===== src/rtl/xsr_pkg.sv =====
// ----------------------------------------------------------------------------
// xsr_pkg
// Types and constants shared by the xoshiro256** random draw block.
// ----------------------------------------------------------------------------
package xsr_pkg;

	localparam int WORD_W     = 64;
	localparam int FRAC_W     = 52;
	localparam int FRAC_SHIFT = 12;
	localparam int NUM_WORDS  = 4;
	localparam int IDX_W      = 2;
	localparam int CNT_W      = 6;

	// xoshiro256** shift and rotate amounts
	localparam int SCR_ROT = 7;
	localparam int W1_SHL  = 17;
	localparam int W3_ROT  = 45;

	localparam logic [WORD_W-1:0] SEED0_RST = 64'd1;

	typedef enum logic [1:0] {
		CMD_UNIT    = 2'd0,
		CMD_BOUNDED = 2'd1,
		CMD_RELOAD  = 2'd2
	} cmd_e;

	localparam logic STATUS_OK        = 1'b0;
	localparam logic STATUS_BAD_RANGE = 1'b1;

	typedef struct packed {
		logic [1:0]               command;
		logic signed [WORD_W-1:0] lower_bound;
		logic signed [WORD_W-1:0] upper_bound;
	} in_item_t;

	typedef struct packed {
		logic [FRAC_W-1:0]        fraction;
		logic signed [WORD_W-1:0] bounded_value;
		logic                     status;
	} out_item_t;

	typedef struct packed {
		logic advance;
		logic reload;
	} gen_ctl_t;

	function automatic logic [WORD_W-1:0] rotl(input logic [WORD_W-1:0] v, input int amt);
		logic [2*WORD_W-1:0] dbl;
		dbl = {v, v} << amt;
		return dbl[2*WORD_W-1 -: WORD_W];
	endfunction

endpackage


===== src/rtl/xoshiro256ss_random_draw_top.sv =====
// ----------------------------------------------------------------------------
// xoshiro256ss_random_draw_top
// xoshiro256** generator answering unit, bounded and reload commands.
// ----------------------------------------------------------------------------
// Usage:
//   in channel  (in_valid/in_ready/in_data): one command item at a time; the
//     block takes a new item once the previous one has reached the output
//     register, even while that result is still waiting to be taken.
//   out channel (out_valid/out_ready/out_data): exactly one result item per
//     command item, in order.
//   cfg channel (cfg_valid/cfg_ready/cfg_index/cfg_data): writes seed word
//     cfg_index; always ready. Seeds take effect on the next reload command.
// Path from accept to out_valid:
//   reload, unused code, reversed bounds: decode, then output register
//   unit draw: decode, two-stage scrambler, output register
//   bounded draw: decode, scrambler, bit-serial remainder unit, add, output;
//   a full 64-bit span skips the divider.
// Reset loads seeds and generator with 1,0,0,0 and empties the output.
// If the receiver stalls, the result holds in the output register and a
// finished next result waits in the sequencer until the register frees up.
// ----------------------------------------------------------------------------
module xoshiro256ss_random_draw_top import xsr_pkg::*; (
	input  logic              clk,
	input  logic              arst_n,
	input  logic              in_valid,
	output logic              in_ready,
	input  in_item_t          in_data,
	output logic              out_valid,
	input  logic              out_ready,
	output out_item_t         out_data,
	input  logic              cfg_valid,
	output logic              cfg_ready,
	input  logic [IDX_W-1:0]  cfg_index,
	input  logic [WORD_W-1:0] cfg_data
);

	typedef enum logic [2:0] {
		S_IDLE,
		S_DECODE,
		S_MUL,
		S_DIV,
		S_ADD,
		S_OUT
	} state_t;

	state_t            state_q;
	in_item_t          item_q;
	out_item_t         res_q, out_q;
	logic              out_valid_q;
	logic [WORD_W-1:0] span_q, acc_q;

	gen_ctl_t          ctl;
	logic [WORD_W-1:0] w1, draw, rem, span;
	logic              mul_start, mul_done, div_start, div_done, bad_range;

	assign cfg_ready = 1'b1;
	assign in_ready  = (state_q == S_IDLE);
	assign out_valid = out_valid_q;
	assign out_data  = out_q;

	// signed compare by flipping the sign bits
	assign bad_range = {~item_q.lower_bound[WORD_W-1], item_q.lower_bound[WORD_W-2:0]} >
		{~item_q.upper_bound[WORD_W-1], item_q.upper_bound[WORD_W-2:0]};
	assign span = item_q.upper_bound - item_q.lower_bound + 1'b1;

	always_comb begin
		mul_start   = 1'b0;
		ctl.advance = 1'b0;
		ctl.reload  = 1'b0;
		if (state_q == S_DECODE) begin
			if (item_q.command == CMD_UNIT ||
				(item_q.command == CMD_BOUNDED && !bad_range)) begin
				mul_start   = 1'b1;
				ctl.advance = 1'b1;
			end
			ctl.reload = (item_q.command == CMD_RELOAD);
		end
		div_start = (state_q == S_MUL) && mul_done &&
			(item_q.command == CMD_BOUNDED) && (span_q != '0);
	end

	always_ff @(posedge clk or negedge arst_n) begin
		if (!arst_n) begin
			state_q     <= S_IDLE;
			item_q      <= '0;
			res_q       <= '0;
			out_q       <= '0;
			out_valid_q <= 1'b0;
			span_q      <= '0;
			acc_q       <= '0;
		end else begin
			if (state_q == S_OUT && (!out_valid_q || out_ready)) out_valid_q <= 1'b1;
			else if (out_valid_q && out_ready) out_valid_q <= 1'b0;
			unique case (state_q)
				S_IDLE: begin
					if (in_valid) begin
						item_q  <= in_data;
						state_q <= S_DECODE;
					end
				end
				S_DECODE: begin
					span_q <= span;
					unique case (item_q.command)
						CMD_UNIT: begin
							res_q   <= '0;
							state_q <= S_MUL;
						end
						CMD_BOUNDED: begin
							if (bad_range) begin
								res_q   <= '{fraction: '0, bounded_value: '0,
									status: STATUS_BAD_RANGE};
								state_q <= S_OUT;
							end else begin
								res_q   <= '0;
								state_q <= S_MUL;
							end
						end
						default: begin
							res_q   <= '0;
							state_q <= S_OUT;
						end
					endcase
				end
				S_MUL: begin
					if (mul_done) begin
						if (item_q.command == CMD_UNIT) begin
							res_q.fraction <= draw[WORD_W-1:FRAC_SHIFT];
							state_q        <= S_OUT;
						end else if (span_q == '0) begin
							// full 64-bit span: no reduction
							acc_q   <= draw;
							state_q <= S_ADD;
						end else begin
							state_q <= S_DIV;
						end
					end
				end
				S_DIV: begin
					if (div_done) begin
						acc_q   <= rem;
						state_q <= S_ADD;
					end
				end
				S_ADD: begin
					res_q.bounded_value <= acc_q + item_q.lower_bound;
					state_q             <= S_OUT;
				end
				S_OUT: begin
					if (!out_valid_q || out_ready) begin
						out_q   <= res_q;
						state_q <= S_IDLE;
					end
				end
				default: state_q <= S_IDLE;
			endcase
		end
	end

	xsr_state u_state (
		.clk       (clk),
		.arst_n    (arst_n),
		.cfg_we    (cfg_valid),
		.cfg_idx   (cfg_index),
		.cfg_wdata (cfg_data),
		.ctl       (ctl),
		.w1        (w1)
	);

	xsr_scramble u_scramble (
		.clk    (clk),
		.arst_n (arst_n),
		.start  (mul_start),
		.w1     (w1),
		.done   (mul_done),
		.draw   (draw)
	);

	xsr_div u_div (
		.clk       (clk),
		.arst_n    (arst_n),
		.start     (div_start),
		.dividend  (draw),
		.divisor   (span_q),
		.done      (div_done),
		.remainder (rem)
	);

endmodule


===== src/rtl/xsr_state.sv =====
// ----------------------------------------------------------------------------
// xsr_state
// Seed registers and the four generator words with the xoshiro256 update.
// ----------------------------------------------------------------------------
module xsr_state import xsr_pkg::*; (
	input  logic              clk,
	input  logic              arst_n,
	input  logic              cfg_we,
	input  logic [IDX_W-1:0]  cfg_idx,
	input  logic [WORD_W-1:0] cfg_wdata,
	input  gen_ctl_t          ctl,
	output logic [WORD_W-1:0] w1
);

	logic [WORD_W-1:0] seed_q [NUM_WORDS];
	logic [WORD_W-1:0] w_q [NUM_WORDS];
	logic [WORD_W-1:0] n0, n1, n2, n3;

	always_ff @(posedge clk or negedge arst_n) begin
		if (!arst_n) begin
			seed_q[0] <= SEED0_RST;
			seed_q[1] <= '0;
			seed_q[2] <= '0;
			seed_q[3] <= '0;
		end else if (cfg_we) begin
			seed_q[cfg_idx] <= cfg_wdata;
		end
	end

	always_comb begin
		n2 = w_q[2] ^ w_q[0];
		n3 = w_q[3] ^ w_q[1];
		n1 = w_q[1] ^ n2;
		n0 = w_q[0] ^ n3;
		n2 = n2 ^ (w_q[1] << W1_SHL);
		n3 = rotl(n3, W3_ROT);
	end

	always_ff @(posedge clk or negedge arst_n) begin
		if (!arst_n) begin
			w_q[0] <= SEED0_RST;
			w_q[1] <= '0;
			w_q[2] <= '0;
			w_q[3] <= '0;
		end else if (ctl.reload) begin
			w_q[0] <= seed_q[0];
			w_q[1] <= seed_q[1];
			w_q[2] <= seed_q[2];
			w_q[3] <= seed_q[3];
		end else if (ctl.advance) begin
			w_q[0] <= n0;
			w_q[1] <= n1;
			w_q[2] <= n2;
			w_q[3] <= n3;
		end
	end

	assign w1 = w_q[1];

endmodule


===== src/rtl/xsr_scramble.sv =====
// ----------------------------------------------------------------------------
// xsr_scramble
// Output scrambler: rotl(w1 * 5, 7) * 9 over two register stages.
// ----------------------------------------------------------------------------
module xsr_scramble import xsr_pkg::*; (
	input  logic              clk,
	input  logic              arst_n,
	input  logic              start,
	input  logic [WORD_W-1:0] w1,
	output logic              done,
	output logic [WORD_W-1:0] draw
);

	logic              v_s1, v_s2;
	logic [WORD_W-1:0] p_s1, d_s2, r;

	assign r = rotl(p_s1, SCR_ROT);

	always_ff @(posedge clk or negedge arst_n) begin
		if (!arst_n) begin
			v_s1 <= 1'b0;
			v_s2 <= 1'b0;
		end else begin
			v_s1 <= start;
			v_s2 <= v_s1;
		end
	end

	// x*5 = (x<<2)+x, x*9 = (x<<3)+x
	always_ff @(posedge clk) begin
		if (start) p_s1 <= (w1 << 2) + w1;
		if (v_s1) d_s2 <= (r << 3) + r;
	end

	assign done = v_s2;
	assign draw = d_s2;

endmodule


===== src/rtl/xsr_div.sv =====
// ----------------------------------------------------------------------------
// xsr_div
// Bit-serial restoring remainder unit, one dividend bit per cycle.
// ----------------------------------------------------------------------------
module xsr_div import xsr_pkg::*; (
	input  logic              clk,
	input  logic              arst_n,
	input  logic              start,
	input  logic [WORD_W-1:0] dividend,
	input  logic [WORD_W-1:0] divisor,
	output logic              done,
	output logic [WORD_W-1:0] remainder
);

	logic              busy_q, done_q;
	logic [CNT_W-1:0]  cnt_q;
	logic [WORD_W-1:0] rem_q, quo_q, dvs_q;
	logic [WORD_W:0]   trial, diff;

	assign trial = {rem_q, quo_q[WORD_W-1]};
	assign diff  = trial - {1'b0, dvs_q};

	always_ff @(posedge clk or negedge arst_n) begin
		if (!arst_n) begin
			busy_q <= 1'b0;
			done_q <= 1'b0;
			cnt_q  <= '0;
		end else begin
			done_q <= 1'b0;
			if (start) begin
				busy_q <= 1'b1;
				cnt_q  <= '0;
			end else if (busy_q) begin
				cnt_q <= cnt_q + 1'b1;
				if (&cnt_q) begin
					busy_q <= 1'b0;
					done_q <= 1'b1;
				end
			end
		end
	end

	always_ff @(posedge clk) begin
		if (start) begin
			rem_q <= '0;
			quo_q <= dividend;
			dvs_q <= divisor;
		end else if (busy_q) begin
			// borrow out of the trial subtract means keep the shifted remainder
			rem_q <= diff[WORD_W] ? trial[WORD_W-1:0] : diff[WORD_W-1:0];
			quo_q <= quo_q << 1;
		end
	end

	assign done      = done_q;
	assign remainder = rem_q;

endmodule


===== config.mk =====
export PLATFORM = sky130hd
export DESIGN_NAME = xoshiro256ss_random_draw_top
export DESIGN_NICKNAME = d
export VERILOG_FILES = /design/src/rtl/xsr_pkg.sv /design/src/rtl/xoshiro256ss_random_draw_top.sv /design/src/rtl/xsr_state.sv /design/src/rtl/xsr_scramble.sv /design/src/rtl/xsr_div.sv
export SDC_FILE = /design/constraint.sdc
export NUM_CORES = 2
export LEC_CHECK = 0
export BUFFER_PORTS_ARGS = -buffer_cell sky130_fd_sc_hd__buf_2
export CORE_AREA = 2 2 438 440
export CTS_CLUSTER_SIZE = 10
export DETAILED_ROUTE_END_ITERATION = 8
export DIE_AREA = 0 0 440 442
export PLACE_DENSITY_LB_ADDON = 0.2
export SYNTH_ARGS = -nofsm -noshare
export SYNTH_HDL_FRONTEND = slang
export SYNTH_SLANG_ARGS = --single-unit

===== constraint.sdc =====
create_clock -name clk -period 8.2 [get_ports clk]
set_input_delay 0 -clock clk [delete_from_list [all_inputs] [get_ports clk]]
set_output_delay 0 -clock clk [all_outputs]
set_load 0.005 [all_outputs]

# Word-level counts from Yosys, hierarchy flattened
# Cells that the tools add are included.
[classes]
addsub = 7
order_cmp = 3
eq_ne = 14
n_mux = 41
bitwise_logic = 8
n_reduce_logical = 27
[op_table]
columns = ["cell", "count"]
rows = [
  ["two-way mux 256 bit", 2],
  ["two-way mux 64 bit", 8],
  ["bitwise XOR 64 bit", 5],
  ["bitwise mux 256 bit", 1],
  ["one-hot mux 64 bit (2 select lines)", 2],
  ["adder 64 bit", 3],
  ["demux 64 bit (select 2 bit)", 1],
  ["two-way mux 52 bit", 2],
  ["one-hot mux 52 bit (2 select lines)", 1],
  ["subtractor 65 x 64 -> 65 bit", 1],
  ["adder 64 x 1 -> 64 bit, second input constant", 1],
  ["> comparator 64 bit", 1],
  ["logical NOT 64 bit", 1],
  ["nonzero test 64 bit", 1],
  ["subtractor 64 bit", 1],
  ["two-way mux 3 bit", 7],
  ["one-hot mux 3 bit (6 select lines)", 1],
  ["two-way mux 1 bit", 12],
  ["two-way mux 6 bit", 2],
  ["nonzero test 2 bit", 6],
  ["inequality test 2 x 1 -> 1 bit, second input constant", 5],
  ["logical AND 1 bit", 7],
  ["adder 6 x 1 -> 6 bit, second input constant", 1],
  ["== test 3 x 2 -> 1 bit, second input constant", 2],
  ["other kinds (20)", 26],
]
[word_totals]
regBits = 1338
inputBits = 201
wordCells = 131

# Depth between registers and ports, before layout
[depth]
depth_word = 9
depth_mapped = 18
mapped_depth_nobuf = 17

# Modules after synthesis
# Synthesis repeated with hierarchy kept, for this count alone.
[hier_totals]
hier_cells = 7585
hier_area_um2 = 76570.9
[by_module_without_submodules]
columns = ["module", "instances", "cells_per_inst", "area_per_inst_um2", "seq_area_each_um2"]
rows = [
  ["xoshiro256ss_random_draw_top", 1, 3042, 28681.3, 12411.9],
  ["xsr_state", 1, 2222, 25162.9, 12814.8],
  ["xsr_div", 1, 1168, 11853.9, 5325.1],
  ["xsr_scramble", 1, 1153, 10872.9, 3893.7],
]

# Least setup slack after synthesis
# OpenSTA, ideal clock, no wires.
[synth_path]
kind = "flip-flop to flip-flop"
start = "register state_q[1]"
end = "register u_div.dvs_q[0], enable pin"
setup_ps = 453
t_arrival_ps = 3841
setup_slack_ps = 3905
path_stages_with_launch = 8
n_path_buf = 4
period_less_slack_ps = 4295
path_cell_list = "dfrtp_1 clkbuf_1 nor2b_1 nand2b_1 nor4_1 clkbuf_1 clkbuf_1 clkbuf_1"
[synth_between]
elab_chain_len = 4
[synth_lines]
columns = ["element", "line", "source"]
rows = [
  ["start: declaration", "xoshiro256ss_random_draw_top.sv:46", "state_t state_q;"],
  ["start signal: assignment", "xoshiro256ss_random_draw_top.sv:84", "state_q <= S_IDLE;"],
  ["start signal: assignment", "xoshiro256ss_random_draw_top.sv:98", "state_q <= S_DECODE;"],
  ["start signal: assignment", "xoshiro256ss_random_draw_top.sv:106", "state_q <= S_MUL;"],
  ["== test 3 x 2 -> 1 bit", "xoshiro256ss_random_draw_top.sv:78", "div_start = (state_q == S_MUL) && mul_done &&"],
  ["logical AND 1 bit (2 in series)", "xoshiro256ss_random_draw_top.sv:78", ""],
  ["logical AND 1 bit", "xoshiro256ss_random_draw_top.sv:79", "(item_q.command == CMD_BOUNDED) && (span_q != '0);"],
  ["named net div_start", "xoshiro256ss_random_draw_top.sv:54", "logic mul_start, mul_done, div_start, div_done, bad_range;"],
  ["end signal: assignment", "xsr_div.sv:47", "dvs_q <= divisor;"],
  ["end: declaration", "xsr_div.sv:17", "logic [WORD_W-1:0] rem_q, quo_q, dvs_q;"],
]
# The timed path passes the listed nets, and every way through them passes these cells.
# A chain may end at the register's enable or synchronous reset.

# Final worst setup path
[layout_path]
start = "register item_q[64] (netlist bit)"
end = "register u_state.w_q (netlist bit u_state.w1[6])"
[layout_between]
elab_chain_len = 7
[layout_lines]
columns = ["element", "line", "source"]
rows = [
  ["start: declaration", "xoshiro256ss_random_draw_top.sv:47", "in_item_t item_q;"],
  ["start signal: assignment", "xoshiro256ss_random_draw_top.sv:97", "item_q <= in_data;"],
  ["> comparator 64 bit", "xoshiro256ss_random_draw_top.sv:62", "assign bad_range = {~item_q.lower_bound[WORD_W-1], item_q.lower_bound[WORD_W-2:0]} >"],
  ["logical NOT 1 bit", "xoshiro256ss_random_draw_top.sv:72", "(item_q.command == CMD_BOUNDED && !bad_range)) begin"],
  ["logical AND 1 bit", "xoshiro256ss_random_draw_top.sv:72", ""],
  ["logical OR 1 bit", "xoshiro256ss_random_draw_top.sv:71", "if (item_q.command == CMD_UNIT ||"],
  ["two-way mux 1 bit", "xoshiro256ss_random_draw_top.sv:71", ""],
  ["two-way mux 2 bit", "xoshiro256ss_random_draw_top.sv:70", "if (state_q == S_DECODE) begin"],
  ["nonzero test 2 bit (no source line)", "--", ""],
  ["end: declaration", "xsr_state.sv:16", "logic [WORD_W-1:0] w_q [NUM_WORDS];"],
]
# Every way passes these cells.

==> key figures <==
Power
  • Switching share of total power: 22.6%
  • Net Sw Power: 3.26 mW
  • Combinational Power Share: 4.1%
  • PnR Total Power: 14.4 mW
  • Internal power of the cells: 11.1 mW
  • Relative contribution of the clock network to total power: a little under half
  • Leakage power figure: around 38 nW
  • Sequential fraction of design power: between 40% and 50%
  • Pwr dens: 163 nW/um2
  • Largest voltage drop on the vdd net: 0.169 mV

Global route
  • GR met3 Demand/Resource: 2.84%
  • Grt peak-use layer: met2
  • Pin count of the biggest net entering global routing: 171
  • Vias in the first global route: 60,432
  • Wire length of the first global-routing pass: 363,000 um
  • Total congestion overflow after global routing: 0
  • M1 GR Usage: 31.3%
  • Met2 usage in global routing: between 40% and 50%
  • Antenna violations before repair: 9
  • GRT Resource Usage Total: 23.9%

Run status
  • Result of the run: finished clean

Detailed routing
  • Via count: 60,596
  • Wirelength, routed: 236,000 um
  • Pre-Repair DR Iteration Count: 5
  • Average via count per standard cell: approximately 5.6
  • WL per Instance: 21.7 um
  • Remaining number of nets flagged by the antenna check after routing: 0
  • Post-detailed-route DRC marker count: 0
  • Number of violations reported at the end of detailed-routing iteration 0: 4,365

CTS
  • Post-CTS sizing: 0
  • Clk_lat worst skew: 830 ps
  • Number of buffers created by CTS: 162
  • Clock-pin slew on the worst setup and hold paths: 60 ps
  • Clock Root Buffer: sky130_fd_sc_hd__clkbuf_16
  • Number of setup buffers added after CTS: 0
  • Clock sink count: 1,338
  • H-Tree Depth: 4
  • Maximum buffer depth of the clock tree: 3
  • TritonCTS clock tree: built
  • Post-CTS Hold Fix Bufs: 417

Timing
  • Setup TNS Final: 0 ps
  • Final count of pins violating max slew: 0
  • Final setup fails: 0
  • Worst slew margin relative to its limit: between 10% and 20%
  • Actual slew at the worst max-slew pin: 1210 ps
  • Maximum clock skew at final layout: 44.5 ps
  • Shortest clock period the worst path allows after layout: about 5300 ps
  • Unrepaired setup endpoints after global routing: false
  • Post-route fraction of the period consumed by the critical path: approximately 64%
  • Max Fclk: 190 MHz
  • Hold violation total from the final report: 0

Critical path
  • R2r setup slk: between 2000 and 3000 ps
  • Nature of the critical path endpoint: flop
  • Worst EP required: just under 9000 ps
  • Largest fanout on the critical path: ~80
  • Arrival time of data at the critical path endpoint: a little under 6000 ps
  • Worst r2r path cells: 16
  • CP Launch Type: flop
  • Reg-to-reg critical path endpoint: u_state.w1[6]
  • Type of the worst setup path: flop to flop
  • Reg2reg start: item_q[64]

Layout
  • Most frequent standard cell in the layout excluding fill and tap cells: sky130_fd_sc_hd__nand2_1
  • Synthesis-to-layout area growth: 16.8%
  • Cell area after layout: slightly below 90,000 um2
  • Final-stage net count: between 8,000 and 9,000
  • Proportion of layout cells with a drive suffix above 1: 13.0%
  • Most frequent cells in the layout: 1,113 x sky130_fd_sc_hd__nand2_1, 1,012 x sky130_fd_sc_hd__dfrtp_1, 737 x sky130_fd_sc_hd__o21ai_0, 561 x sky130_fd_sc_hd__a21oi_1, 439 x sky130_fd_sc_hd__mux2_2
  • Fin cells: around 11,000

Run
  • Maxcap violations: 0

Placement
  • DP Cell Count: between 10,000 and 15,000
  • Placement Cell Area: 79,200 um2
  • Final RePlAce weighted congestion: around 0.92
  • DPL Wire Length: between 150,000 and 200,000 um
  • Number of port buffers: 319

Die
  • DIE AREA: 194,000 um2
  • Horizontal extent of the die: 440 um
  • FP Rows: 160
  • Top-level I/O count: 321
  • Die Y-Extent: 442 um
  • Core area: 190,000 um2
  • Starting density of the core: 39.8%

Synthesis
  • Count of cell types in the netlist: 90
  • Post-synth EDFFs: approximately 260
  • Number of instances in the synthesized netlist: 7,764
  • Most frequently used flop master after synthesis: sky130_fd_sc_hd__dfrtp_1
  • Async set-reset flop share out of synthesis: 76.1%
  • Syn nets: 8,408
  • Synth Register Bits: 1,338
  • Post-synthesis cell area: 75,500 um2
  • Sequential element share of the synthesized area: 45.6%
  • Synth warn: 0
  • Mapped Avg Cell Area: 9.73 um2

Min path
  • Hold Path Depth: 3
  • Origin of the worst min-delay path: cfg_data[43]
  • Worst min-delay path endpoint: u_state.seed_q[43]
  • Worst hold-check path type: input pin to flop
## worst max-delay path by stage
stage / startpoint / end / slack (ps) / cells after the start
3_5_place_dp: item_q[65] / span_q[59] / 2910 / 16
2_1_floorplan: state_q[1] / u_div.dvs_q[0] / 3910 / 7
3_3_place_gp: item_q[65] / span_q[59] / 3010 / 16
5_1_grt: item_q[64] / u_state.w1[4] / 2540 / 16
4_1_cts: item_q[65] / span_q[59] / 2910 / 16
6_report: item_q[64] / u_state.w1[6] / 2950 / 16
## power groups by stage
stage / clock network, mW / logic, mW / registers, mW
3_5_place_dp: 0 / 0.467 / 7.24
6_report: 6.69 / 0.598 / 7.12
4_1_cts: 6.88 / 0.607 / 7.12
5_1_grt: 7.14 / 0.657 / 7.14
3_3_place_gp: 0 / 0.453 / 7.23
2_1_floorplan: 0 / 0.241 / 7.20
## synth_stat cells (all sizes together), types with 51 or more instances
| library cell | n | area share, % |
|---|---|---|
| mux2 | 439 | 6.5 |
| o21bai | 51 | 0.51 |
| nand2 | 1117 | 5.6 |
| mux2i | 67 | 0.89 |
| xnor2 | 346 | 4.0 |
| ha | 437 | 7.2 |
| nor2b | 68 | 0.56 |
| dfxtp | 64 | 1.7 |
| nand3 | 79 | 0.52 |
| a21o | 225 | 2.2 |
| edfxtp | 256 | 10 |
| a21oi | 562 | 3.7 |
| a311oi | 59 | 0.68 |
| inv | 277 | 1.4 |
| nor2 | 332 | 1.7 |
| o311ai | 117 | 1.4 |
| xor2 | 112 | 1.3 |
| nor3 | 111 | 0.74 |
| a32oi | 112 | 1.3 |
| nand4 | 101 | 0.84 |
| clkbuf | 425 | 2.1 |
| dfrtp | 1016 | 34 |
| a22oi | 64 | 0.64 |
| o21ai | 761 | 5.1 |
## cells by family (layout without fill, tap and decap cells)
| group | after synthesis | count (layout) | share of synthesized area, % |
|---|---|---|---|
| AO/OA/AOI/OAI | 2272 | 2272 | 18.9 |
| XOR/XNOR | 458 | 458 | 5.32 |
| adder cells (fa/ha/maj) | 443 | 443 | 7.40 |
| buffers and inverters | 753 | 1337 | 3.83 |
| flip-flops | 1338 | 1338 | 45.6 |
| multiplexers | 506 | 506 | 7.43 |
| other | 1 | 2 | 0.00497 |
| AND/OR/NAND/NOR | 1993 | 1993 | 11.5 |
## worst max-delay path, stage by stage (launching register included)
cell and delay [ps]:
sky130_fd_sc_hd__dfrtp_1 350, sky130_fd_sc_hd__inv_1 60, sky130_fd_sc_hd__ha_1 210, sky130_fd_sc_hd__fa_1 380, sky130_fd_sc_hd__nor2b_1 110, sky130_fd_sc_hd__o21ai_0 90, sky130_fd_sc_hd__a21oi_1 380, sky130_fd_sc_hd__o31a_1 220
sky130_fd_sc_hd__o21ai_1 180, sky130_fd_sc_hd__a21oi_1 250, sky130_fd_sc_hd__a211oi_2 70, sky130_fd_sc_hd__o211ai_1 650, sky130_fd_sc_hd__buf_4 780, sky130_fd_sc_hd__buf_4 860, sky130_fd_sc_hd__nor3_1 100, sky130_fd_sc_hd__a21oi_1 160
sky130_fd_sc_hd__o21ai_0 90
## metal layers
metal | part of all wire [%] | vias up
met5 | 0.034 | -
met4 | 3.8 | 12
met3 | 4.0 | 367
met2 | 48 | 1389
met1 | 44 | 29875
li1 | - | 28953
## registers in the layout, indices dropped and copies added (netlist names), 3 cells and up
name / flops
u_state.seed_q: 256
u_state.w_q: 192
item_q: 130
out_data: 117
res_q: 117
acc_q: 64
span_q: 64
u_div.dvs_q: 64
u_div.quo_q: 64
u_div.remainder: 64
u_scramble.draw: 64
u_scramble.p_s1: 64
u_state.w1: 64
u_div.cnt_q: 6
state_q: 3
## area by class of cell
type / count / area, um2
Antenna cell: 1 / 2.50
Clock buffer: 227 / 4450
Clock inverter: 34 / 370
Fill cell: 17813 / 101000
Inverter: 278 / 1040
Multi-Input combinational cell: 5673 / 38300
Sequential cell: 1338 / 34500
Tap cell: 2511 / 3140
Timing Repair Buffer: 798 / 6390
## through the flow
stage | util, % | setup slack, ps | hold slack [ps]
CTS | 46.5 | 2910 | 0.819
finish | 46.5 | 2950 | 53.6
detailed placement | 41.8 | 2910 | 21.1
floorplan | - | 3910 | -296
global route | 46.5 | 2540 | 40.8
global placement | 41.8 | 3010 | 12.1
Power figures use the tool's default switching activity.
